### src/sv/scp_pkg.sv
`timescale 1ns / 1ps

package scp_pkg;

  localparam int unsigned HOLD_FRAMES = 30;

  localparam int unsigned HoldCntW  = 6;
  localparam int unsigned SinceW    = 10;
  localparam int unsigned FrameW    = 32;
  localparam int unsigned LoadW     = 10;
  localparam int unsigned IntervalW = 8;
  localparam int unsigned KeepW     = 12;
  localparam int unsigned CfgIdxW   = 2;
  localparam int unsigned CfgDataW  = 8;

  localparam logic [HoldCntW-1:0] HoldMax    = '1;
  localparam logic [HoldCntW-1:0] HoldTarget = HoldCntW'(HOLD_FRAMES);
  localparam logic [SinceW-1:0]   SinceMax   = '1;

  localparam logic [LoadW-1:0] BarForced = LoadW'(1000);
  localparam logic [LoadW-1:0] BarLate   = LoadW'(90);
  localparam logic [LoadW-1:0] BarMid    = LoadW'(75);
  localparam logic [LoadW-1:0] BarEarly  = LoadW'(50);

  localparam int unsigned KeepShortNum = 30 * 60;
  localparam int unsigned KeepLongNum  = 60 * 60;

  localparam logic [CfgIdxW-1:0] CfgEnabled  = 2'd0;
  localparam logic [CfgIdxW-1:0] CfgInterval = 2'd1;
  localparam logic [CfgIdxW-1:0] CfgPatience = 2'd2;
  localparam logic [CfgIdxW-1:0] CfgHistory  = 2'd3;

  localparam logic [1:0] HistShort = 2'd0;
  localparam logic [1:0] HistLong  = 2'd1;

  localparam logic CmdTick  = 1'b0;
  localparam logic CmdClear = 1'b1;

  typedef struct packed {
    logic                 enabled;
    logic [IntervalW-1:0] capture_interval;
    logic [1:0]           patience_select;
    logic [1:0]           history_limit;
  } cfg_t;

  typedef struct packed {
    logic clear;
    logic tick;
  } step_t;

  typedef struct packed {
    logic             cmd;
    logic             rewind_held;
    logic [LoadW-1:0] frame_load_percent;
    logic             suspended;
    logic             ring_ready;
  } in_item_t;

  typedef struct packed {
    logic              hold_request;
    logic              timeline_request;
    logic              capture_now;
    logic [FrameW-1:0] frame_tag;
    logic [KeepW-1:0]  keep_entries;
  } out_item_t;

  // patience window and its thirds
  function automatic logic [SinceW-1:0] patience_full(logic [1:0] sel);
    logic [SinceW-1:0] r;
    r = '0;
    unique case (sel)
      2'd0: r = SinceW'(60);
      2'd1: r = SinceW'(120);
      2'd2: r = SinceW'(240);
      2'd3: r = SinceW'(480);
      default: r = '0;
    endcase
    return r;
  endfunction

  function automatic logic [SinceW-1:0] patience_two_thirds(logic [1:0] sel);
    logic [SinceW-1:0] r;
    r = '0;
    unique case (sel)
      2'd0: r = SinceW'(40);
      2'd1: r = SinceW'(80);
      2'd2: r = SinceW'(160);
      2'd3: r = SinceW'(320);
      default: r = '0;
    endcase
    return r;
  endfunction

  function automatic logic [SinceW-1:0] patience_third(logic [1:0] sel);
    logic [SinceW-1:0] r;
    r = '0;
    unique case (sel)
      2'd0: r = SinceW'(20);
      2'd1: r = SinceW'(40);
      2'd2: r = SinceW'(80);
      2'd3: r = SinceW'(160);
      default: r = '0;
    endcase
    return r;
  endfunction

endpackage

### src/sv/scp_hold.sv
`timescale 1ns / 1ps

module scp_hold
  import scp_pkg::*;
(
  input  logic  clk_i,
  input  logic  rst_ni,
  input  step_t step_i,
  input  logic  held_i,
  output logic  hold_request_o,
  output logic  timeline_request_o
);

  logic [HoldCntW-1:0] hold_cnt_q, hold_cnt_d, hold_cnt_inc;

  assign hold_cnt_inc = (hold_cnt_q == HoldMax) ? hold_cnt_q : hold_cnt_q + 1'b1;

  always_comb begin
    hold_cnt_d = hold_cnt_q;
    if (step_i.clear) begin
      hold_cnt_d = '0;
    end else if (step_i.tick) begin
      hold_cnt_d = held_i ? hold_cnt_inc : '0;
    end
  end

  assign hold_request_o = step_i.tick && held_i && (hold_cnt_inc == HoldTarget);
  assign timeline_request_o = step_i.tick && !held_i && (hold_cnt_q != '0) &&
                              (hold_cnt_q < HoldTarget);

  always_ff @(posedge clk_i or negedge rst_ni) begin
    if (!rst_ni) begin
      hold_cnt_q <= '0;
    end else begin
      hold_cnt_q <= hold_cnt_d;
    end
  end

endmodule

### config.mk
export PLATFORM = sky130hd
export DESIGN_NAME = scp_hold
export DESIGN_NICKNAME = d
export VERILOG_FILES = /design/src/sv/scp_pkg.sv /design/src/sv/scp_hold.sv
export SDC_FILE = /design/constraint.sdc
export NUM_CORES = 1
export LEC_CHECK = 0
export BUFFER_PORTS_ARGS = -buffer_cell sky130_fd_sc_hd__buf_2
export CORE_AREA = 2 2 39 41
export CTS_CLUSTER_DIAMETER = 150
export DETAILED_ROUTE_END_ITERATION = 16
export DIE_AREA = 0 0 41 43
export GPL_TIMING_DRIVEN = 0
export PLACE_DENSITY = 0.65
export SLEW_MARGIN = 20
export SYNTH_ARGS = -nofsm -noshare
export SYNTH_HDL_FRONTEND = slang
export SYNTH_SLANG_ARGS = --single-unit
### constraint.sdc
create_clock -name clk_i -period 3.3 [get_ports clk_i]
set_clock_uncertainty 0.05 [all_clocks]
set_input_delay 0 -clock clk_i [delete_from_list [all_inputs] [get_ports clk_i]]
set_output_delay 0 -clock clk_i [all_outputs]
set_load 0.02 [all_outputs]
==> summary.txt <==
run status: complete, no violations
Most used DFF post-synth: dfrtp_1
Final Cell Area: 658 µm²
WL met3: 69 µm
Mapped Nets: 75
peak supply drop: 0.182 mV
Tot Pwr: 0.165 mW
clock tree sinks: 6
crit path max-delay cell type: dfrtp_1
Die W: 41 µm
Synth Cell Area: 571 µm²
setup ws final: 1400 ps
drt first-iter violations: 21
Setup Buffers After CTS: 0
TritonCTS clock tree: built
reg2reg setup slack: 1800 ps
min-delay src: held_i
gr usage total: 19.3%
sequential area share after synthesis: 26.3%
#FFs+latches synth: 6
I/O pin cnt: 7
slew margin rel.: 83.1%
highest metal used: met4
initial core utilization: 41.2%
DR pass1 iterations: 4
endpoint class of the critical path: output port
max reg flops: 6
type of origin of the critical path: flop
Top Family by Delay on Critical Path: simple AND/OR/NAND/NOR gates
Worst Tran Pin Value: 251 ps
Buf/Inv on CP: 2
Post-Route Setup TNS: 0 ps
Worst EP arrival: 1850 ps
# diodes: 0
Cells after Synth: 68
Vias: 570
Final ANT Viol Nets: 0
pre-CTS WS: 1690 ps
Nets: 87
CP Launch Point: hold_cnt_q[1]
Avg Cell Area, Syn: 8.39 µm²
minimum clock period: 1900 ps
flip-flop and latch area: 150 µm²
setup violators final: 0
grt ovf: 0
placer congestion estimate: 0.789
total core area: 1380 µm²
area of the multi-input gates: 340 µm²
IO buf count: 5
htree depth: 1
global-route wire length before repair: 2190 µm
Largest stage delay, worst path: 460 ps
synth warn: 0
Clock Latency Late Sink: 250 ps
# placed instances: 89
crit share post-route: 57.6%
initial antenna violation count: 0
area grow syn2layout: 15.4%
biggest regs: hold_cnt_q x6
CTS buffer count: 3
met1 WL: 521 µm
Crit Path Class: flop to output port
async set-reset flop share out of synthesis: 100%
clk buf depth: 2
worst r2r src: hold_cnt_q[1]
Pins Over Slew Limit: 0
DRC Markers: 0
largest net degree at the start of global routing: 11
Critical Path RT: 3250 ps
post-synthesis cell type count: 32
Post-DP HPWL: 903 µm
PwrDens: 250 nW/µm²
Biggest register: hold_cnt_q
number of global-route vias before repair: 497
highest clock rate: 0.526 GHz
fill cell count: 141
Crit Path Max Fanout: 9
Pleak: 0.267 nW
Min-Delay Path Class: input pin to flop
RSZ-0062 raised after global routing: false
worst path cell trace: ha_1 -> buf_6 -> nand2_4 -> nor2_4 -> mux2i_1 -> nor4_2 -> buf_2
Clock transition at path regs: 40 ps
Area after DPL: 616 µm²
EDFF count, synth: 0
Vias/cell: 6.06
Final Non-Filler Cells: 94
die area: 1760 µm²
Die Height: 43 µm
share of cells above drive strength 1: 28.2%
DR WL met2: 622 µm
final hold vios: 0
WL/cell: 13.5 µm
row cnt: 14
total wire length: 1270 µm
max-cap violations: 0
root buffer cell: clkbuf_4
[synth_stat cells (2+ instances only)]
master     instances  share of area [%]
o21ai_0            4                3.5
buf_6              3                5.9
ha_1               2                4.4
a31oi_1            2                2.2
inv_1              3                2.0
o2111ai_1          2                3.1
a211oi_1           4                5.3
nand4_1            2                2.2
nand3_1            4                3.5
nor2_1             2                1.3
buf_4              3                3.9
nor3_1             2                1.8
a21oi_1            5                4.4
nand2_1            7                4.6
dfrtp_1            6                 26
[worst register-to-register path, stage by stage (launching register included)]
cell	delay [ps]
dfrtp_1	460
ha_1	210
buf_6	140
nand2_4	80
nor2_4	120
o21ai_0	90
a211oi_1	250
[power by group]
group | internal (mW) | leakage, nW | switching, mW
Sequential | 0.0748 | 0.0832 | 0.00148
Clock | 0.0412 | 0.0138 | 0.0278
Combinational | 0.00797 | 0.170 | 0.0116
Total | 0.124 | 0.267 | 0.0408
[cells in the final DEF, fill, tap and decap left out, drive strengths merged, types with 3 or more instances in the layout]
| cell | count |
|---|---|
| dfrtp | 6 |
| o21ai | 4 |
| nand2 | 8 |
| a21oi | 5 |
| inv | 3 |
| nor2 | 3 |
| a211oi | 4 |
| clkbuf | 4 |
| nand3 | 5 |
| buf | 12 |
[repair_timing]
action | 4_1_cts | 5_1_grt
hold buffers | 2 | 0
resized for setup | 0 | 0
endpoints found under the hold margin | 12 | 0
[cell families (layout without fill, tap and decap cells)]
group	Yosys count	in the layout	synth area share, %
AND/OR/NAND/NOR	28	28	31.1
flip-flops	6	6	26.3
AO/OA/AOI/OAI	20	20	22.4
adder cells (fa/ha/maj)	2	2	4.39
buffers and inverters	11	21	14.0
multiplexers	1	1	1.75
[layer usage]
| metal | up-vias | GRT usage [%] |
|---|---|---|
| li1 | 278 | - |
| met1 | 271 | 23.1 |
| met2 | 16 | 27.5 |
| met3 | 5 | 6.28 |
| met4 | 0 | 14.0 |
| met5 | - | 0 |
[layout make-up]
class	count	share of cell area (%)
inverter	3	1.71
buffer	8	10.5
clock buffer	3	3.42
tap	16	3.04
sequential	6	22.8
timing repair buffer	7	6.84
multi-input combinational	51	51.7
[final timing paths]
kind	cells past startpoint	end
min in group asynchronous	2	hold_cnt_q[3]
max reg2reg	6	hold_cnt_q[3]
max in group asynchronous	2	hold_cnt_q[4]
min	3	hold_cnt_q[5]
max	7	hold_request_o
min reg2reg	2	hold_cnt_q[0]
[stage by stage]
stage,hold slack (ps),util (%)
floorplan,-346,-
global placement,-219,44.5
detailed placement,-215,44.5
CTS,22.2,47.6
global route,54.3,47.6
finish,32.2,47.6
Power figures use the tool's default switching activity.
