<file path="src/sv/scp_pkg.sv">
`timescale 1ns / 1ps

package scp_pkg;

  localparam int unsigned HOLD_FRAMES = 30;

  localparam int unsigned HoldCntW  = 6;
  localparam int unsigned SinceW    = 10;
  localparam int unsigned FrameW    = 32;
  localparam int unsigned LoadW     = 10;
  localparam int unsigned IntervalW = 8;
  localparam int unsigned KeepW     = 12;
  localparam int unsigned CfgIdxW   = 2;
  localparam int unsigned CfgDataW  = 8;

  localparam logic [HoldCntW-1:0] HoldMax    = '1;
  localparam logic [HoldCntW-1:0] HoldTarget = HoldCntW'(HOLD_FRAMES);
  localparam logic [SinceW-1:0]   SinceMax   = '1;

  localparam logic [LoadW-1:0] BarForced = LoadW'(1000);
  localparam logic [LoadW-1:0] BarLate   = LoadW'(90);
  localparam logic [LoadW-1:0] BarMid    = LoadW'(75);
  localparam logic [LoadW-1:0] BarEarly  = LoadW'(50);

  localparam int unsigned KeepShortNum = 30 * 60;
  localparam int unsigned KeepLongNum  = 60 * 60;

  localparam logic [CfgIdxW-1:0] CfgEnabled  = 2'd0;
  localparam logic [CfgIdxW-1:0] CfgInterval = 2'd1;
  localparam logic [CfgIdxW-1:0] CfgPatience = 2'd2;
  localparam logic [CfgIdxW-1:0] CfgHistory  = 2'd3;

  localparam logic [1:0] HistShort = 2'd0;
  localparam logic [1:0] HistLong  = 2'd1;

  localparam logic CmdTick  = 1'b0;
  localparam logic CmdClear = 1'b1;

  typedef struct packed {
    logic                 enabled;
    logic [IntervalW-1:0] capture_interval;
    logic [1:0]           patience_select;
    logic [1:0]           history_limit;
  } cfg_t;

  typedef struct packed {
    logic clear;
    logic tick;
  } step_t;

  typedef struct packed {
    logic             cmd;
    logic             rewind_held;
    logic [LoadW-1:0] frame_load_percent;
    logic             suspended;
    logic             ring_ready;
  } in_item_t;

  typedef struct packed {
    logic              hold_request;
    logic              timeline_request;
    logic              capture_now;
    logic [FrameW-1:0] frame_tag;
    logic [KeepW-1:0]  keep_entries;
  } out_item_t;

  // patience window and its thirds
  function automatic logic [SinceW-1:0] patience_full(logic [1:0] sel);
    logic [SinceW-1:0] r;
    r = '0;
    unique case (sel)
      2'd0: r = SinceW'(60);
      2'd1: r = SinceW'(120);
      2'd2: r = SinceW'(240);
      2'd3: r = SinceW'(480);
      default: r = '0;
    endcase
    return r;
  endfunction

  function automatic logic [SinceW-1:0] patience_two_thirds(logic [1:0] sel);
    logic [SinceW-1:0] r;
    r = '0;
    unique case (sel)
      2'd0: r = SinceW'(40);
      2'd1: r = SinceW'(80);
      2'd2: r = SinceW'(160);
      2'd3: r = SinceW'(320);
      default: r = '0;
    endcase
    return r;
  endfunction

  function automatic logic [SinceW-1:0] patience_third(logic [1:0] sel);
    logic [SinceW-1:0] r;
    r = '0;
    unique case (sel)
      2'd0: r = SinceW'(20);
      2'd1: r = SinceW'(40);
      2'd2: r = SinceW'(80);
      2'd3: r = SinceW'(160);
      default: r = '0;
    endcase
    return r;
  endfunction

endpackage

</file>
<file path="src/sv/scp_pacer.sv">
`timescale 1ns / 1ps

module scp_pacer
  import scp_pkg::*;
(
  input  logic              clk_i,
  input  logic              rst_ni,
  input  step_t             step_i,
  input  cfg_t              cfg_i,
  input  logic              ring_ready_i,
  input  logic [LoadW-1:0]  load_i,
  output logic              capture_now_o,
  output logic [FrameW-1:0] frame_tag_o,
  output logic [KeepW-1:0]  keep_entries_o
);

  localparam int unsigned TabDepth = 2 ** IntervalW;

  logic [SinceW-1:0] since_q, since_d, since_inc, waited, interval;
  logic [FrameW-1:0] frame_q, frame_d, frame_inc;
  logic [LoadW-1:0]  bar;
  logic [KeepW-1:0]  keep_short_tab [TabDepth];
  logic [KeepW-1:0]  keep_long_tab [TabDepth];
  logic              run, due, capture;

  // keep counts per interval, entry zero acts as interval one
  for (genvar g = 0; g < TabDepth; g++) begin : g_keep_tab
    localparam int unsigned Divisor = (g == 0) ? 1 : g;
    localparam logic [KeepW-1:0] KeepShort = KeepW'(KeepShortNum / Divisor);
    localparam logic [KeepW-1:0] KeepLong  = KeepW'(KeepLongNum / Divisor);
    assign keep_short_tab[g] = KeepShort;
    assign keep_long_tab[g]  = KeepLong;
  end

  assign run       = step_i.tick && ring_ready_i;
  assign interval  = (cfg_i.capture_interval == '0) ? SinceW'(1)
                                                     : SinceW'(cfg_i.capture_interval);
  assign frame_inc = frame_q + 1'b1;
  assign since_inc = (since_q == SinceMax) ? since_q : since_q + 1'b1;
  assign due       = since_inc >= interval;
  assign waited    = since_inc - interval;

  always_comb begin
    if (waited >= patience_full(cfg_i.patience_select)) begin
      bar = BarForced;
    end else if (waited >= patience_two_thirds(cfg_i.patience_select)) begin
      bar = BarLate;
    end else if (waited >= patience_third(cfg_i.patience_select)) begin
      bar = BarMid;
    end else begin
      bar = BarEarly;
    end
  end

  assign capture = run && due && (load_i <= bar);

  always_comb begin
    since_d = since_q;
    frame_d = frame_q;
    if (step_i.clear) begin
      since_d = '0;
      frame_d = '0;
    end else if (run) begin
      frame_d = frame_inc;
      since_d = capture ? '0 : since_inc;
    end
  end

  always_comb begin
    keep_entries_o = '0;
    if (capture) begin
      case (cfg_i.history_limit)
        HistShort: keep_entries_o = keep_short_tab[cfg_i.capture_interval];
        HistLong:  keep_entries_o = keep_long_tab[cfg_i.capture_interval];
        default:   keep_entries_o = '0;
      endcase
    end
  end

  assign capture_now_o = capture;
  assign frame_tag_o   = capture ? frame_inc : '0;

  always_ff @(posedge clk_i or negedge rst_ni) begin
    if (!rst_ni) begin
      since_q <= '0;
      frame_q <= '0;
    end else begin
      since_q <= since_d;
      frame_q <= frame_d;
    end
  end

endmodule

</file>
<file path="config.mk">
export PLATFORM = sky130hd
export DESIGN_NAME = scp_pacer
export DESIGN_NICKNAME = d
export VERILOG_FILES = /design/src/sv/scp_pkg.sv /design/src/sv/scp_pacer.sv
export SDC_FILE = /design/constraint.sdc
export NUM_CORES = 1
export LEC_CHECK = 0
export ABC_CLOCK_PERIOD_IN_PS = 9800
export BUFFER_PORTS_ARGS = -buffer_cell sky130_fd_sc_hd__clkbuf_2
export CORE_AREA = 2 2 106 108
export DETAILED_ROUTE_END_ITERATION = 12
export DIE_AREA = 0 0 108 110
export GPL_TIMING_DRIVEN = 1
export PLACE_DENSITY = 0.76
export SLEW_MARGIN = 20
export SYNTH_ARGS = -nofsm -noshare
export SYNTH_HDL_FRONTEND = slang
export SYNTH_SLANG_ARGS = --single-unit
</file>
<file path="constraint.sdc">
create_clock -name clk_i -period 9.8 [get_ports clk_i]
set_clock_uncertainty 0.05 [all_clocks]
set_input_delay 1.96 -clock clk_i [delete_from_list [all_inputs] [get_ports clk_i]]
set_output_delay 1.96 -clock clk_i [all_outputs]
set_load 0.005 [all_outputs]
</file>
==> flow_summary.yaml <==
clocking:
  cts_htree_levels: 2
  tritoncts: "done"
  numCtsBuffers: 5
  cts.sinks: 42
  clk_pin_slew_ps: 90
  clk_latency_ps: 310
  cts_buffer_depth: 2
  clock-root-buffer: "clkbuf_8"
floorplan:
  fp.dieW_um: 108
  ios: 73
  die_h_um: 110
  core_area_sq_mm: 0.0107
  fp.dieArea_sq_mm: 0.0119
  start_util: 0.537
  rows: 38
placement:
  pre_cts_ws_ps: 98.2
  io_buffers: 71
  gp_congestion: 0.953
  dp_hpwl_um: 11700
synthesis:
  avgSynthCellArea_sq_um: 7.67
  ys_seq_elements: 42
  synth_commonest_cells: "nor2_1 (71), nand2_1 (68), nor3_1 (50)"
  ys_warn_count: 0
  synth_most_common_cell: "nor2_1"
  syn_area_sq_mm: 0.00574
  synthesis.nets: 826
  synth_seq_area_share: 0.183
  yosysTopAreaCell: "dfrtp_1"
  synth-edff-count: 0
  ys.flop_type: "dfrtp_1"
  yosysUniqueCellTypes: 74
  async_flop_share: 1.00
  synth_area_leaders: "dfrtp_1 (18%), ha_1 (11%), xor2_1 (5.3%)"
  synth_top_area_share: 0.183
  synthCells: 749
worst_setup_path:
  crit_arrival_ps: 7690
  critPathMaxFanout: 8
  start_kind: "input pin"
  critPathRequiredTime_ps: 7790
  critPathKind: "in2out"
  critPathCaptureType: "primary output"
power:
  ir_worst_vdd_mv: 0.0799
  powerDensity_mw_per_mm2: 70.3
  p_leak_nw: 2.77
  fin_total_pwr_uw: 461
layout:
  multi_input_area_sq_mm: 0.00447
  final_util: 0.614
  drive_above_1_share: 0.203
  seq_area_sq_mm: 0.00105
  fillers: 973
  antenna_cells: 0
  num-nets-final: 887
  area_growth_pct: 14.3
flow_run:
  maxCapViolations: 0
global_routing:
  grt_first_pass_wirelength_um: 26700
  grt_max_degree: 85
  globalRouteTotalUtil: 0.273
  grt_overflow: 0
  grt_pass1_vias: 5542
  grt_antenna_before_repair: 0
sta:
  setup_slack_ps: 103
  fin_tns_setup_ps: 0
  fmax_mhz: 103
  worst_pin_slew_ps: 946
  max_slew_margin: 0.369
  finalSetupViolCount: 0
  period_share: 0.990
  finalMaxSlewViolations: 0
  fin_crit_ps: 9700
  hold_violations: 0
  holdWs_ps: 507
route:
  vias_per_cell: 6.39
  drc: 0
  drt_iter0_markers: 393
  maxUsedRoutingLayer: "met4"
  num_vias: 6080
  ant_nets: 0
  first_pass_iters: 5
  finalWirelength_um: 17600
  wl_per_cell_um: 18.5
  met3_length_um: 1340
  wl_met2_um: 8260
  drt-met1-wl_um: 7480
status:
  status: "completed"
worst_hold_path:
  hp-class: "reg2reg"
==> metal layers <==
| metal | global-route usage | vias to the layer above |
|---|---|---|
| met3 | 0.0265 | 43 |
| met1 | 0.372 | 2884 |
| met5 | 0 | - |
| met2 | 0.451 | 277 |
| li1 | - | 2876 |
| met4 | 0.103 | 0 |
==> placed cells by master (no fill, tap or decap), drive strengths merged, types with 5 or more instances in the layout <==
master | netlist | routed
ha | 49 | 49
or3 | 14 | 14
a21oi | 46 | 46
a211oi | 5 | 5
nand4 | 14 | 14
clkbuf | 36 | 78
nor3 | 50 | 50
xor2 | 35 | 35
xnor2 | 31 | 31
and4 | 5 | 5
dfrtp | 42 | 42
mux4 | 6 | 6
nor4 | 15 | 15
nand3 | 27 | 27
mux2i | 8 | 8
inv | 25 | 26
o21a | 10 | 10
and2 | 7 | 7
or2 | 5 | 5
o211ai | 14 | 14
nand2b | 10 | 10
a21o | 10 | 10
nand2 | 68 | 68
o21ai | 31 | 31
and3 | 13 | 13
a31oi | 11 | 11
nor2b | 8 | 8
nor2 | 71 | 71
buf | 13 | 30
==> power breakdown <==
part | total [mW] | internal [mW] | switching, mW
registers | 0.175 | 0.174 | 0.00121
logic | 0.167 | 0.0633 | 0.103
clock network | 0.120 | 0.0510 | 0.0685
==> final cells by class <==
class	instances	share of cell area
Inverter	28	0.0160
Clock inverter	3	0.00362
Tap cell	140	0.0267
Timing Repair Buffer	103	0.102
Clock buffer	5	0.0105
Multi-Input combinational cell	630	0.681
Sequential cell	42	0.160
==> through the flow <==
| step | area, sq um | std cells |
|---|---|---|
| finish | 6570 | 951 |
| global route | 6570 | 951 |
| CTS | 6330 | 939 |
| detailed placement | 6230 | 931 |
| global placement | 6230 | 931 |
| floorplan | 5740 | 749 |
==> worst max-delay path: stages <==
cell	delay, ps
clkbuf_2	180
inv_1	90
ha_2	210
nand4_1	210
nand2_1	100
ha_2	380
nand3_1	100
o21bai_1	180
a21boi_1	210
o21a_1	190
nor2_2	60
xnor2_2	210
ha_1	300
a21oi_2	190
o2111ai_2	150
a2bb2oi_1	170
o211ai_1	150
a21o_1	210
and2_1	160
ha_1	300
a2111oi_2	470
o31ai_2	160
a21oi_2	190
a221o_1	240
o221ai_4	250
clkbuf_16	270
nor4_2	240
clkbuf_2	160
==> state kept, by name, indices dropped and copies added (netlist names) <==
signal / flops
frame_q: 32
since_q: 10
==> worst paths after layout <==
check,start,end,slack [ps],cells after the start
max,cfg_i[4],keep_entries_o[4],100,28
min,since_q[1],since_q[1],510,1
max reg2reg,since_q[2],since_q[1],3200,26
min reg2reg,since_q[1],since_q[1],510,1
max in group asynchronous,rst_ni,frame_q[13],7370,1
min in group asynchronous,rst_ni,frame_q[16],1740,1
==> timing repair <==
| item | 4_1_cts | 5_1_grt |
|---|---|---|
| setup endpoints to repair | 0 | 45 |
| setup buffers | 0 | 6 |
| hold buffers | 0 | 0 |
| gates resized for setup | 0 | 23 |
==> cells by family after synthesis <==
| group | Yosys count | share of synthesized area |
|---|---|---|
| and+or+nand+nor | 314 | 0.286 |
| AOI/OAI and AO/OA | 184 | 0.224 |
| buffers and inverters | 77 | 0.0538 |
| xor gates and xnor gates | 66 | 0.101 |
| adders and majority gates | 49 | 0.107 |
| DFF | 42 | 0.183 |
| muxes | 17 | 0.0455 |
Power figures use the tool's default switching activity.
